[config.mk]
export PLATFORM = sky130hd
export DESIGN_NAME = motor_current_pi_controller_unit_flat
export DESIGN_NICKNAME = d
export VERILOG_FILES = /design/src/design/mcpi_pkg.sv /design/src/design/mcpi_in_if.sv /design/src/design/mcpi_out_if.sv /design/src/design/mcpi_cfg_regs.sv /design/src/design/mcpi_mult_stage.sv /design/src/design/mcpi_integrator.sv /design/src/design/mcpi_drive_stage.sv /design/src/design/motor_current_pi_controller_unit.sv /design/src/flat_wrapper.sv
export SDC_FILE = /design/constraint.sdc
export NUM_CORES = 2
export LEC_CHECK = 0
export ABC_AREA = 1
export BUFFER_PORTS_ARGS = -buffer_cell sky130_fd_sc_hd__buf_2
export CELL_PAD_IN_SITES_DETAIL_PLACEMENT = 0
export CELL_PAD_IN_SITES_GLOBAL_PLACEMENT = 1
export CORE_MARGIN = 2
export CORE_UTILIZATION = 50
export CTS_BUF_LIST = sky130_fd_sc_hd__clkbuf_2
export DETAILED_ROUTE_END_ITERATION = 8
export PLACE_DENSITY_LB_ADDON = 0.3
export SLEW_MARGIN = 20
export SYNTH_ARGS = -nofsm -noshare
export SYNTH_HDL_FRONTEND = slang
export SYNTH_SLANG_ARGS = --single-unit
[constraint.sdc]
create_clock -name i_clk -period 13.76 [get_ports i_clk]
set_input_delay 0.688 -clock i_clk [delete_from_list [all_inputs] [get_ports i_clk]]
set_output_delay 0.688 -clock i_clk [all_outputs]
set_load 0.01 [all_outputs]
[src/design/mcpi_pkg.sv]
// shared constants, types and register reset values for the motor current pi controller
`default_nettype none

package mcpi_pkg;

    // sample and gain formats
    localparam int SAMPLE_WIDTH       = 13;
    localparam int GAIN_FRACTION_BITS = 16;
    localparam int GAIN_INT_BITS      = 8;
    localparam int GAIN_WIDTH         = GAIN_INT_BITS + GAIN_FRACTION_BITS;
    localparam int DUTY_WIDTH         = 14;

    // datapath widths
    localparam int DEV_WIDTH   = SAMPLE_WIDTH + 1;
    localparam int PROD_WIDTH  = DEV_WIDTH + GAIN_WIDTH;
    localparam int ACC_WIDTH   = DUTY_WIDTH + GAIN_FRACTION_BITS + 1;
    localparam int SUM_WIDTH   = PROD_WIDTH + 2;
    localparam int DRIVE_WIDTH = SUM_WIDTH + 1;

    // configuration port
    localparam int CFG_IDX_WIDTH  = 3;
    localparam int CFG_DATA_WIDTH = GAIN_WIDTH;

    // register reset values
    localparam logic [GAIN_WIDTH-1:0] RST_FEEDFORWARD   = GAIN_WIDTH'(490000);
    localparam logic [GAIN_WIDTH-1:0] RST_PROPORTIONAL  = GAIN_WIDTH'(685960);
    localparam logic [GAIN_WIDTH-1:0] RST_INTEGRAL_STEP = GAIN_WIDTH'(686);
    localparam logic [DUTY_WIDTH-1:0] RST_INTEGRAL_LIM  = DUTY_WIDTH'(8333);
    localparam logic [DUTY_WIDTH-1:0] RST_FULL_DUTY     = DUTY_WIDTH'(10000);

    // register indexes
    typedef enum logic [CFG_IDX_WIDTH-1:0] {
        CFG_FEEDFORWARD   = 3'd0,
        CFG_PROPORTIONAL  = 3'd1,
        CFG_INTEGRAL_STEP = 3'd2,
        CFG_INTEGRAL_LIM  = 3'd3,
        CFG_FULL_DUTY     = 3'd4
    } t_cfg_idx;

    // live register set
    typedef struct packed {
        logic [GAIN_WIDTH-1:0] feedforward_gain;
        logic [GAIN_WIDTH-1:0] proportional_gain;
        logic [GAIN_WIDTH-1:0] integral_step_gain;
        logic [DUTY_WIDTH-1:0] integral_limit;
        logic [DUTY_WIDTH-1:0] full_duty;
    } t_cfg;

    typedef logic signed [PROD_WIDTH-1:0] t_prod;
    typedef logic signed [ACC_WIDTH-1:0]  t_acc;
    typedef logic signed [SUM_WIDTH-1:0]  t_sum;

    // registered products of one request
    typedef struct packed {
        logic  enable;
        logic  clear_integral;
        t_prod int_prod;
        t_prod ff_prod;
        t_prod kp_prod;
    } t_prod_word;

    // integrator stage strobes
    typedef struct packed {
        logic load;
        logic update;
    } t_integ_ctl;

endpackage

`default_nettype wire

[src/design/mcpi_in_if.sv]
// sample request channel: valid, ready and the sample fields
`default_nettype none

interface mcpi_in_if;
    logic                                     valid;
    logic                                     ready;
    logic                                     enable;
    logic                                     clear_integral;
    logic signed [mcpi_pkg::SAMPLE_WIDTH-1:0] target_counts;
    logic signed [mcpi_pkg::SAMPLE_WIDTH-1:0] measured_counts;

    modport source (
        output valid, enable, clear_integral, target_counts, measured_counts,
        input  ready
    );
    modport sink (
        input  valid, enable, clear_integral, target_counts, measured_counts,
        output ready
    );
endinterface

`default_nettype wire

[src/design/mcpi_out_if.sv]
// result request channel: valid, ready and the bridge drive fields
`default_nettype none

interface mcpi_out_if;
    logic                            valid;
    logic                            ready;
    logic [mcpi_pkg::DUTY_WIDTH-1:0] duty_leg_a;
    logic [mcpi_pkg::DUTY_WIDTH-1:0] duty_leg_b;
    logic                            driver_on;
    logic                            saturated;

    modport source (
        output valid, duty_leg_a, duty_leg_b, driver_on, saturated,
        input  ready
    );
    modport sink (
        input  valid, duty_leg_a, duty_leg_b, driver_on, saturated,
        output ready
    );
endinterface

`default_nettype wire

[src/design/mcpi_cfg_regs.sv]
// configuration register file for gains and limits
`default_nettype none

module mcpi_cfg_regs (
    input  wire logic                                i_clk,
    input  wire logic                                i_rst_n,
    input  wire logic                                i_cfg_wr_en,
    input  wire logic [mcpi_pkg::CFG_IDX_WIDTH-1:0]  i_cfg_idx,
    input  wire logic [mcpi_pkg::CFG_DATA_WIDTH-1:0] i_cfg_data,
    output mcpi_pkg::t_cfg                           o_cfg
);
    import mcpi_pkg::*;

    t_cfg r_cfg;

    // register writes, unknown indexes ignored
    always_ff @(posedge i_clk) begin
        if (!i_rst_n) begin
            r_cfg.feedforward_gain   <= RST_FEEDFORWARD;
            r_cfg.proportional_gain  <= RST_PROPORTIONAL;
            r_cfg.integral_step_gain <= RST_INTEGRAL_STEP;
            r_cfg.integral_limit     <= RST_INTEGRAL_LIM;
            r_cfg.full_duty          <= RST_FULL_DUTY;
        end else if (i_cfg_wr_en) begin
            case (t_cfg_idx'(i_cfg_idx))
                CFG_FEEDFORWARD:   r_cfg.feedforward_gain   <= i_cfg_data[GAIN_WIDTH-1:0];
                CFG_PROPORTIONAL:  r_cfg.proportional_gain  <= i_cfg_data[GAIN_WIDTH-1:0];
                CFG_INTEGRAL_STEP: r_cfg.integral_step_gain <= i_cfg_data[GAIN_WIDTH-1:0];
                CFG_INTEGRAL_LIM:  r_cfg.integral_limit     <= i_cfg_data[DUTY_WIDTH-1:0];
                CFG_FULL_DUTY:     r_cfg.full_duty          <= i_cfg_data[DUTY_WIDTH-1:0];
                default: begin
                end
            endcase
        end
    end

    assign o_cfg = r_cfg;

endmodule

`default_nettype wire

[src/design/mcpi_mult_stage.sv]
// input register, deviation and the three gain products
`default_nettype none

module mcpi_mult_stage (
    input  wire logic                                     i_clk,
    input  wire logic                                     i_load_in,
    input  wire logic                                     i_load_prod,
    input  wire logic                                     i_enable,
    input  wire logic                                     i_clear_integral,
    input  wire logic signed [mcpi_pkg::SAMPLE_WIDTH-1:0] i_target,
    input  wire logic signed [mcpi_pkg::SAMPLE_WIDTH-1:0] i_measured,
    input  wire mcpi_pkg::t_cfg                           i_cfg,
    output mcpi_pkg::t_prod_word                          o_prod
);
    import mcpi_pkg::*;

    logic                           r_enable;
    logic                           r_clear;
    logic signed [SAMPLE_WIDTH-1:0] r_target;
    logic signed [SAMPLE_WIDTH-1:0] r_measured;
    t_prod_word                     r_prod;

    logic signed [DEV_WIDTH-1:0] dev;
    t_prod                       dev_x;
    t_prod                       target_x;
    t_prod                       ki_x;
    t_prod                       kp_x;
    t_prod                       ff_x;
    t_prod_word                  n_prod;

    // sample register
    always_ff @(posedge i_clk) begin
        if (i_load_in) begin
            r_enable   <= i_enable;
            r_clear    <= i_clear_integral;
            r_target   <= i_target;
            r_measured <= i_measured;
        end
    end

    // deviation and products, operands widened so the products are exact
    always_comb begin
        dev      = DEV_WIDTH'(r_target) - DEV_WIDTH'(r_measured);
        dev_x    = PROD_WIDTH'(dev);
        target_x = PROD_WIDTH'(r_target);
        ki_x     = PROD_WIDTH'({1'b0, i_cfg.integral_step_gain});
        kp_x     = PROD_WIDTH'({1'b0, i_cfg.proportional_gain});
        ff_x     = PROD_WIDTH'({1'b0, i_cfg.feedforward_gain});

        n_prod.enable         = r_enable;
        n_prod.clear_integral = r_clear;
        n_prod.int_prod       = dev_x * ki_x;
        n_prod.kp_prod        = dev_x * kp_x;
        n_prod.ff_prod        = target_x * ff_x;
    end

    // product register
    always_ff @(posedge i_clk) begin
        if (i_load_prod) begin
            r_prod <= n_prod;
        end
    end

    assign o_prod = r_prod;

endmodule

`default_nettype wire

[src/design/mcpi_integrator.sv]
// clamped integral state and feedforward plus proportional sum
`default_nettype none

module mcpi_integrator (
    input  wire logic                 i_clk,
    input  wire logic                 i_rst_n,
    input  wire mcpi_pkg::t_integ_ctl i_ctl,
    input  wire mcpi_pkg::t_prod_word i_prod,
    input  wire mcpi_pkg::t_cfg       i_cfg,
    output mcpi_pkg::t_acc            o_acc,
    output mcpi_pkg::t_sum            o_ffp,
    output logic                      o_enable
);
    import mcpi_pkg::*;

    t_acc r_acc;
    t_sum r_ffp;
    logic r_enable;

    t_acc base;
    t_sum acc_sum;
    t_sum ilim;
    t_acc n_acc;
    t_sum n_ffp;

    // integral step with clear and symmetric clamp
    always_comb begin
        base    = i_prod.clear_integral ? '0 : r_acc;
        acc_sum = SUM_WIDTH'(base) + SUM_WIDTH'(i_prod.int_prod);
        ilim    = SUM_WIDTH'({1'b0, i_cfg.integral_limit, {GAIN_FRACTION_BITS{1'b0}}});
        if (!i_prod.enable) begin
            n_acc = base;
        end else if (acc_sum > ilim) begin
            n_acc = ACC_WIDTH'(ilim);
        end else if (acc_sum < -ilim) begin
            n_acc = ACC_WIDTH'(-ilim);
        end else begin
            n_acc = ACC_WIDTH'(acc_sum);
        end
        n_ffp = SUM_WIDTH'(i_prod.ff_prod) + SUM_WIDTH'(i_prod.kp_prod);
    end

    // integral state
    always_ff @(posedge i_clk) begin
        if (!i_rst_n) begin
            r_acc <= '0;
        end else if (i_ctl.update) begin
            r_acc <= n_acc;
        end
    end

    // open-loop sum travels with the request
    always_ff @(posedge i_clk) begin
        if (i_ctl.load) begin
            r_ffp    <= n_ffp;
            r_enable <= i_prod.enable;
        end
    end

    assign o_acc    = r_acc;
    assign o_ffp    = r_ffp;
    assign o_enable = r_enable;

endmodule

`default_nettype wire

[src/design/mcpi_drive_stage.sv]
// drive sum, saturation, truncation and bridge leg steering into the result register
`default_nettype none

module mcpi_drive_stage (
    input  wire logic                              i_clk,
    input  wire logic                              i_load,
    input  wire logic                              i_enable,
    input  wire mcpi_pkg::t_sum                    i_ffp,
    input  wire mcpi_pkg::t_acc                    i_acc,
    input  wire mcpi_pkg::t_cfg                    i_cfg,
    output logic [mcpi_pkg::DUTY_WIDTH-1:0]        o_duty_leg_a,
    output logic [mcpi_pkg::DUTY_WIDTH-1:0]        o_duty_leg_b,
    output logic                                   o_driver_on,
    output logic                                   o_saturated
);
    import mcpi_pkg::*;

    logic signed [DRIVE_WIDTH-1:0] drive;
    logic signed [DRIVE_WIDTH-1:0] drive_neg;
    logic signed [DRIVE_WIDTH-1:0] dlim;
    logic [DUTY_WIDTH-1:0]         n_leg_a;
    logic [DUTY_WIDTH-1:0]         n_leg_b;
    logic                          n_sat;

    logic [DUTY_WIDTH-1:0] r_leg_a;
    logic [DUTY_WIDTH-1:0] r_leg_b;
    logic                  r_driver_on;
    logic                  r_sat;

    // saturate beyond full duty, otherwise truncate magnitude toward zero
    always_comb begin
        drive     = DRIVE_WIDTH'(i_ffp) + DRIVE_WIDTH'(i_acc);
        drive_neg = -drive;
        dlim      = DRIVE_WIDTH'({1'b0, i_cfg.full_duty, {GAIN_FRACTION_BITS{1'b0}}});
        n_leg_a   = '0;
        n_leg_b   = '0;
        n_sat     = 1'b0;
        if (!i_enable) begin
            n_sat = 1'b0;
        end else if (drive > dlim) begin
            n_leg_b = i_cfg.full_duty;
            n_sat   = 1'b1;
        end else if (drive < -dlim) begin
            n_leg_a = i_cfg.full_duty;
            n_sat   = 1'b1;
        end else if (drive > 0) begin
            n_leg_b = drive[GAIN_FRACTION_BITS +: DUTY_WIDTH];
        end else if (drive < 0) begin
            n_leg_a = drive_neg[GAIN_FRACTION_BITS +: DUTY_WIDTH];
        end
    end

    // result register
    always_ff @(posedge i_clk) begin
        if (i_load) begin
            r_leg_a     <= n_leg_a;
            r_leg_b     <= n_leg_b;
            r_driver_on <= i_enable;
            r_sat       <= n_sat;
        end
    end

    assign o_duty_leg_a = r_leg_a;
    assign o_duty_leg_b = r_leg_b;
    assign o_driver_on  = r_driver_on;
    assign o_saturated  = r_sat;

endmodule

`default_nettype wire

[src/design/motor_current_pi_controller_unit.sv]
// Motor current PI controller: one current sample request in, one bridge drive request out.
// Each request passes four registers (sample, gain products, integral and open-loop sum,
// result) before its result is offered, and a new request is taken every cycle as long
// as the result side keeps up. Every stage holds its request independently, so a stalled
// result only blocks the stages behind it once they are full. The integral is updated in
// order, one request per cycle, when a request moves from the product register to the
// integral stage; only the clear and hold selects, an add and a clamp lie in that loop.
// Gains are unsigned Q8.16 in duty units; writes to the register port take effect at once
// and should be made while no request is in flight.
`default_nettype none

module motor_current_pi_controller_unit (
    input  wire logic                                i_clk,
    input  wire logic                                i_rst_n,
    input  wire logic                                i_cfg_wr_en,
    input  wire logic [mcpi_pkg::CFG_IDX_WIDTH-1:0]  i_cfg_idx,
    input  wire logic [mcpi_pkg::CFG_DATA_WIDTH-1:0] i_cfg_data,
    mcpi_in_if.sink                                  i_in,
    mcpi_out_if.source                               o_out
);
    import mcpi_pkg::*;

    t_cfg       cfg;
    t_prod_word prod;
    t_integ_ctl integ_ctl;
    t_acc       acc;
    t_sum       ffp;
    logic       ffp_enable;

    logic r_v_in;
    logic r_v_prod;
    logic r_v_int;
    logic r_v_out;

    logic rdy_out;
    logic rdy_int;
    logic rdy_prod;
    logic rdy_in;

    // per-stage advance: a stage loads when it is empty or its content moves on
    always_comb begin
        rdy_out          = !r_v_out || o_out.ready;
        rdy_int          = !r_v_int || rdy_out;
        rdy_prod         = !r_v_prod || rdy_int;
        rdy_in           = !r_v_in || rdy_prod;
        integ_ctl.load   = rdy_int;
        integ_ctl.update = r_v_prod && rdy_int;
    end

    // stage valid bits
    always_ff @(posedge i_clk) begin
        if (!i_rst_n) begin
            r_v_in   <= 1'b0;
            r_v_prod <= 1'b0;
            r_v_int  <= 1'b0;
            r_v_out  <= 1'b0;
        end else begin
            if (rdy_in) begin
                r_v_in <= i_in.valid;
            end
            if (rdy_prod) begin
                r_v_prod <= r_v_in;
            end
            if (rdy_int) begin
                r_v_int <= r_v_prod;
            end
            if (rdy_out) begin
                r_v_out <= r_v_int;
            end
        end
    end

    assign i_in.ready  = rdy_in;
    assign o_out.valid = r_v_out;

    mcpi_cfg_regs u_cfg (
        .i_clk       (i_clk),
        .i_rst_n     (i_rst_n),
        .i_cfg_wr_en (i_cfg_wr_en),
        .i_cfg_idx   (i_cfg_idx),
        .i_cfg_data  (i_cfg_data),
        .o_cfg       (cfg)
    );

    mcpi_mult_stage u_mult (
        .i_clk            (i_clk),
        .i_load_in        (rdy_in),
        .i_load_prod      (rdy_prod),
        .i_enable         (i_in.enable),
        .i_clear_integral (i_in.clear_integral),
        .i_target         (i_in.target_counts),
        .i_measured       (i_in.measured_counts),
        .i_cfg            (cfg),
        .o_prod           (prod)
    );

    mcpi_integrator u_integ (
        .i_clk    (i_clk),
        .i_rst_n  (i_rst_n),
        .i_ctl    (integ_ctl),
        .i_prod   (prod),
        .i_cfg    (cfg),
        .o_acc    (acc),
        .o_ffp    (ffp),
        .o_enable (ffp_enable)
    );

    mcpi_drive_stage u_drive (
        .i_clk        (i_clk),
        .i_load       (rdy_out),
        .i_enable     (ffp_enable),
        .i_ffp        (ffp),
        .i_acc        (acc),
        .i_cfg        (cfg),
        .o_duty_leg_a (o_out.duty_leg_a),
        .o_duty_leg_b (o_out.duty_leg_b),
        .o_driver_on  (o_out.driver_on),
        .o_saturated  (o_out.saturated)
    );

endmodule

`default_nettype wire

[src/flat_wrapper.sv]
// flat-port wrapper written by rule: the top's interface ports become plain ports
module motor_current_pi_controller_unit_flat import mcpi_pkg::*;
  (i_clk, i_rst_n, i_cfg_wr_en, i_cfg_idx, i_cfg_data, i_in_valid, i_in_enable, i_in_clear_integral, i_in_target_counts, i_in_measured_counts, i_in_ready, o_out_valid, o_out_duty_leg_a, o_out_duty_leg_b, o_out_driver_on, o_out_saturated, o_out_ready);
  mcpi_in_if i_in_i ();
  mcpi_out_if o_out_i ();
  input  wire logic i_clk;
  input  wire logic i_rst_n;
  input  wire logic i_cfg_wr_en;
  input  wire logic [mcpi_pkg::CFG_IDX_WIDTH-1:0] i_cfg_idx;
  input  wire logic [mcpi_pkg::CFG_DATA_WIDTH-1:0] i_cfg_data;
  input wire logic [$bits(i_in_i.valid)-1:0] i_in_valid;
  input wire logic [$bits(i_in_i.enable)-1:0] i_in_enable;
  input wire logic [$bits(i_in_i.clear_integral)-1:0] i_in_clear_integral;
  input wire logic [$bits(i_in_i.target_counts)-1:0] i_in_target_counts;
  input wire logic [$bits(i_in_i.measured_counts)-1:0] i_in_measured_counts;
  output wire logic [$bits(i_in_i.ready)-1:0] i_in_ready;
  output wire logic [$bits(o_out_i.valid)-1:0] o_out_valid;
  output wire logic [$bits(o_out_i.duty_leg_a)-1:0] o_out_duty_leg_a;
  output wire logic [$bits(o_out_i.duty_leg_b)-1:0] o_out_duty_leg_b;
  output wire logic [$bits(o_out_i.driver_on)-1:0] o_out_driver_on;
  output wire logic [$bits(o_out_i.saturated)-1:0] o_out_saturated;
  input wire logic [$bits(o_out_i.ready)-1:0] o_out_ready;
  assign i_in_i.valid = i_in_valid;
  assign i_in_i.enable = i_in_enable;
  assign i_in_i.clear_integral = i_in_clear_integral;
  assign i_in_i.target_counts = i_in_target_counts;
  assign i_in_i.measured_counts = i_in_measured_counts;
  assign i_in_ready = i_in_i.ready;
  assign o_out_valid = o_out_i.valid;
  assign o_out_duty_leg_a = o_out_i.duty_leg_a;
  assign o_out_duty_leg_b = o_out_i.duty_leg_b;
  assign o_out_driver_on = o_out_i.driver_on;
  assign o_out_saturated = o_out_i.saturated;
  assign o_out_i.ready = o_out_ready;
  motor_current_pi_controller_unit u_core (.i_clk(i_clk), .i_rst_n(i_rst_n), .i_cfg_wr_en(i_cfg_wr_en), .i_cfg_idx(i_cfg_idx), .i_cfg_data(i_cfg_data), .i_in(i_in_i), .o_out(o_out_i));
endmodule
==> results.tsv <==
metric	value	unit
max-cap viol count	0	
critical path data arrival time	10.46	ns
Synth Net Count	8606	
actual slew at the worst max-slew pin	0.995	ns
share of synthesized flip-flops with an asynchronous set or reset	0	
crit path time final	9.43	ns
Top-Level Pins	92	
fill cell total of the finished layout	10900	
Die W	338	um
sequential share of the synthesized area	0.163	
main flop type after synthesis	sky130_fd_sc_hd__edfxtp_1	
global-route wire length before repair	278000	um
count of yosys warnings during synthesis	0	
die height	338	um
post-synthesis to final-layout area growth	6.49	%
layout cells sized above 1	0.0595	
number of buffers added on ports	91	
Post-synth EDFFs	214	
biggest area contributors in the synthesized netlist	sky130_fd_sc_hd__fa_1, sky130_fd_sc_hd__ha_1, sky130_fd_sc_hd__edfxtp_1, sky130_fd_sc_hd__nand2_1, sky130_fd_sc_hd__inv_1	
Clock Latency Late Sink	1.39	ns
total iterations of the first detailed-routing run	8	
number of different library cells in the post-synthesis netlist	61	
number of global-route vias before repair	48300	
Max Fclk	106	MHz
CTS tree	done	
# DRC	0	
cell with the biggest individual delay on the critical path	sky130_fd_sc_hd__clkinv_1	
Clock Sinks	349	
core area	0.111	mm^2
Sum Neg Setup Slack	0	ns
Total Die Area	0.115	mm^2
top library cells by usage in the layout, fill and taps aside	sky130_fd_sc_hd__nand2_1, sky130_fd_sc_hd__inv_1, sky130_fd_sc_hd__fa_1, sky130_fd_sc_hd__nor2_1, sky130_fd_sc_hd__ha_1	
final RePlAce weighted congestion	0.960	
share of the cycle needed by the critical path after routing	0.685	
number of cell rows	122	
number of antenna violations at the first check in global routing	12	
portion of synthesized cell area occupied by the leading cell type	0.276	
Via Count	47500	
mean post-synth cell area	7.76	um^2
worst clock skew on the final layout	0.186	ns
highest net fanout along the worst path	31	
Post-Synthesis Cells	7204	
CTS root buffer	sky130_fd_sc_hd__clkbuf_2	
Largest delay share family, worst path	adder cells	
Detail Placement HPWL	146000	um
clock buffer depth	3	
pre-CTS WS	4.36	ns
net count reported at finish	8694	
total CTS buffers	103	
most common cell after layout, fill and taps aside	sky130_fd_sc_hd__nand2_1	
Antenna Nets Post-Route	0	
classification of the worst setup path	reg2reg	
Finish-stage setup viols	0	
post-route worst setup slack	4.33	ns
peak per-stage delay on the critical path	0.71	ns
aggregate routed wire length	179000	um
Critical Path Sink Type	flop	
clock-pin transition on the worst setup and hold timing paths	0.13	ns
worst path buffer plus inverter count	6	
Worst path most repeated cell	sky130_fd_sc_hd__nand2_1	
area of the mapped netlist	0.0559	mm^2
result of the run	complete, no violations	
setup repair after global routing missed its margin	no	
average detailed-routed wire length per instance	20.1	um
pin count of the biggest net entering global routing	79	
launching element type of the critical path	flop	
total track usage	0.315	
number of failing hold endpoints at the final stage	0	
Hold Crit Class	in2reg	
data required time of the worst path	14.79	ns
initial core utilization	0.505	
cell type contributing the most total cell area after synthesis	sky130_fd_sc_hd__fa_1	
flop and latch count out of synthesis	349	
Via density	5.35	
Final Max Slew Viols	0	
1st-iter DRT viols	3452	
grt total ovfl	0	
number of H-tree levels	3	
count of cells resized by post-cts repair	0	
headroom to the max-slew limit	0.336	
## stage by stage
step | hold slack [ns] | instance area, um^2 | std cells | utilization
floorplan | 0.400 | 55900 | 7204 | -
CTS | 0.00762 | 59500 | 8864 | 0.537
finish | 0.172 | 59600 | 8874 | 0.537
global route | 0.0241 | 59600 | 8873 | 0.537
global placement | 0.408 | 57600 | 8598 | 0.520
detailed placement | 0.414 | 57600 | 8598 | 0.520
## cell type report
cell class | instances | area [um^2] | area share
Multi-Input combinational cell | 5116 | 40200 | 0.675
Clock inverter | 56 | 438 | 0.00735
Timing Repair Buffer | 205 | 1510 | 0.0254
Clock buffer | 134 | 671 | 0.0113
Tap cell | 1488 | 1860 | 0.0313
Sequential cell | 349 | 9130 | 0.153
Inverter | 1517 | 5700 | 0.0957
Antenna cell | 9 | 22.5 | 0.000378
## path summary, 6_finish.rpt
| check | slack (ns) | end | startpoint | cells past startpoint |
|---|---|---|---|---|
| setup / recovery | 4.33 | u_core.u_mult.o_prod[106] | u_core.u_mult.r_target[2] | 37 |
| hold / removal | 0.17 | u_core.u_mult.r_measured[8] | i_in_measured_counts[8] | 2 |
| setup reg to reg | 4.33 | u_core.u_mult.o_prod[106] | u_core.u_mult.r_target[2] | 37 |
| hold reg to reg | 0.41 | u_core.r_v_prod | u_core.r_v_in | 1 |
## worst register-to-register path: cells and delay by family, from the launching register on
kind / cells / cell delay (ns)
xor+xnor: 1 / 0.11
buf+inv: 6 / 1.50
simple gates: 14 / 1.56
fa+ha+maj: 8 / 3.90
flops: 1 / 0.37
compound gates: 8 / 1.80
## synthesized netlist by cell type, types with 33 or more instances
cell type,number
sky130_fd_sc_hd__dfxtp_1,135
sky130_fd_sc_hd__fa_1,770
sky130_fd_sc_hd__inv_1,1491
sky130_fd_sc_hd__nor3_1,33
sky130_fd_sc_hd__nand3_1,240
sky130_fd_sc_hd__a21oi_1,394
sky130_fd_sc_hd__nor2_1,665
sky130_fd_sc_hd__o21ai_0,197
sky130_fd_sc_hd__ha_1,572
sky130_fd_sc_hd__nand2_1,1663
sky130_fd_sc_hd__edfxtp_1,214
sky130_fd_sc_hd__clkbuf_1,195
sky130_fd_sc_hd__nand4_1,66
sky130_fd_sc_hd__xor2_1,139
sky130_fd_sc_hd__xnor2_1,68
## flip-flops by register name (all words and copies together) (netlist names)
register	cells
u_core.r_v_prod	1
u_core.r_v_in	1
u_core.u_drive.o_driver_on	1
u_core.u_mult.r_enable	1
u_core.u_cfg.o_cfg	100
u_core.o_out.valid	1
u_core.r_v_int	1
u_core.u_mult.r_measured	13
u_core.u_mult.o_prod	116
u_core.u_mult.r_clear	1
u_core.u_integ.o_ffp	39
u_core.u_mult.r_target	13
u_core.u_drive.o_duty_leg_a	14
u_core.u_integ.o_enable	1
u_core.u_drive.o_duty_leg_b	14
u_core.u_drive.o_saturated	1
u_core.u_integ.o_acc	31
## metal layers
| layer | global-route usage | part of all wire | up-vias |
|---|---|---|---|
| li1 | - | - | 22400 |
| met1 | 0.409 | 0.42 | 22900 |
| met2 | 0.504 | 0.45 | 1696 |
| met3 | 0.0529 | 0.069 | 415 |
| met4 | 0.170 | 0.063 | 10 |
| met5 | 0 | 0.00036 | - |
## cell families after synthesis
logic type      synth area share
compound gates            0.0770
simple gates               0.206
xor+xnor                  0.0327
buf+inv                    0.118
flops                      0.163
fa+ha+maj                  0.404
## repair_timing
item	in CTS	in global routing
buffers inserted	0	0
hold endpoints to repair	181	0
hold buffers	76	0
Power is left out: the tool's default activity adds up to more than one toggle a clock period on the data nets, which glitch-free logic cannot reach.
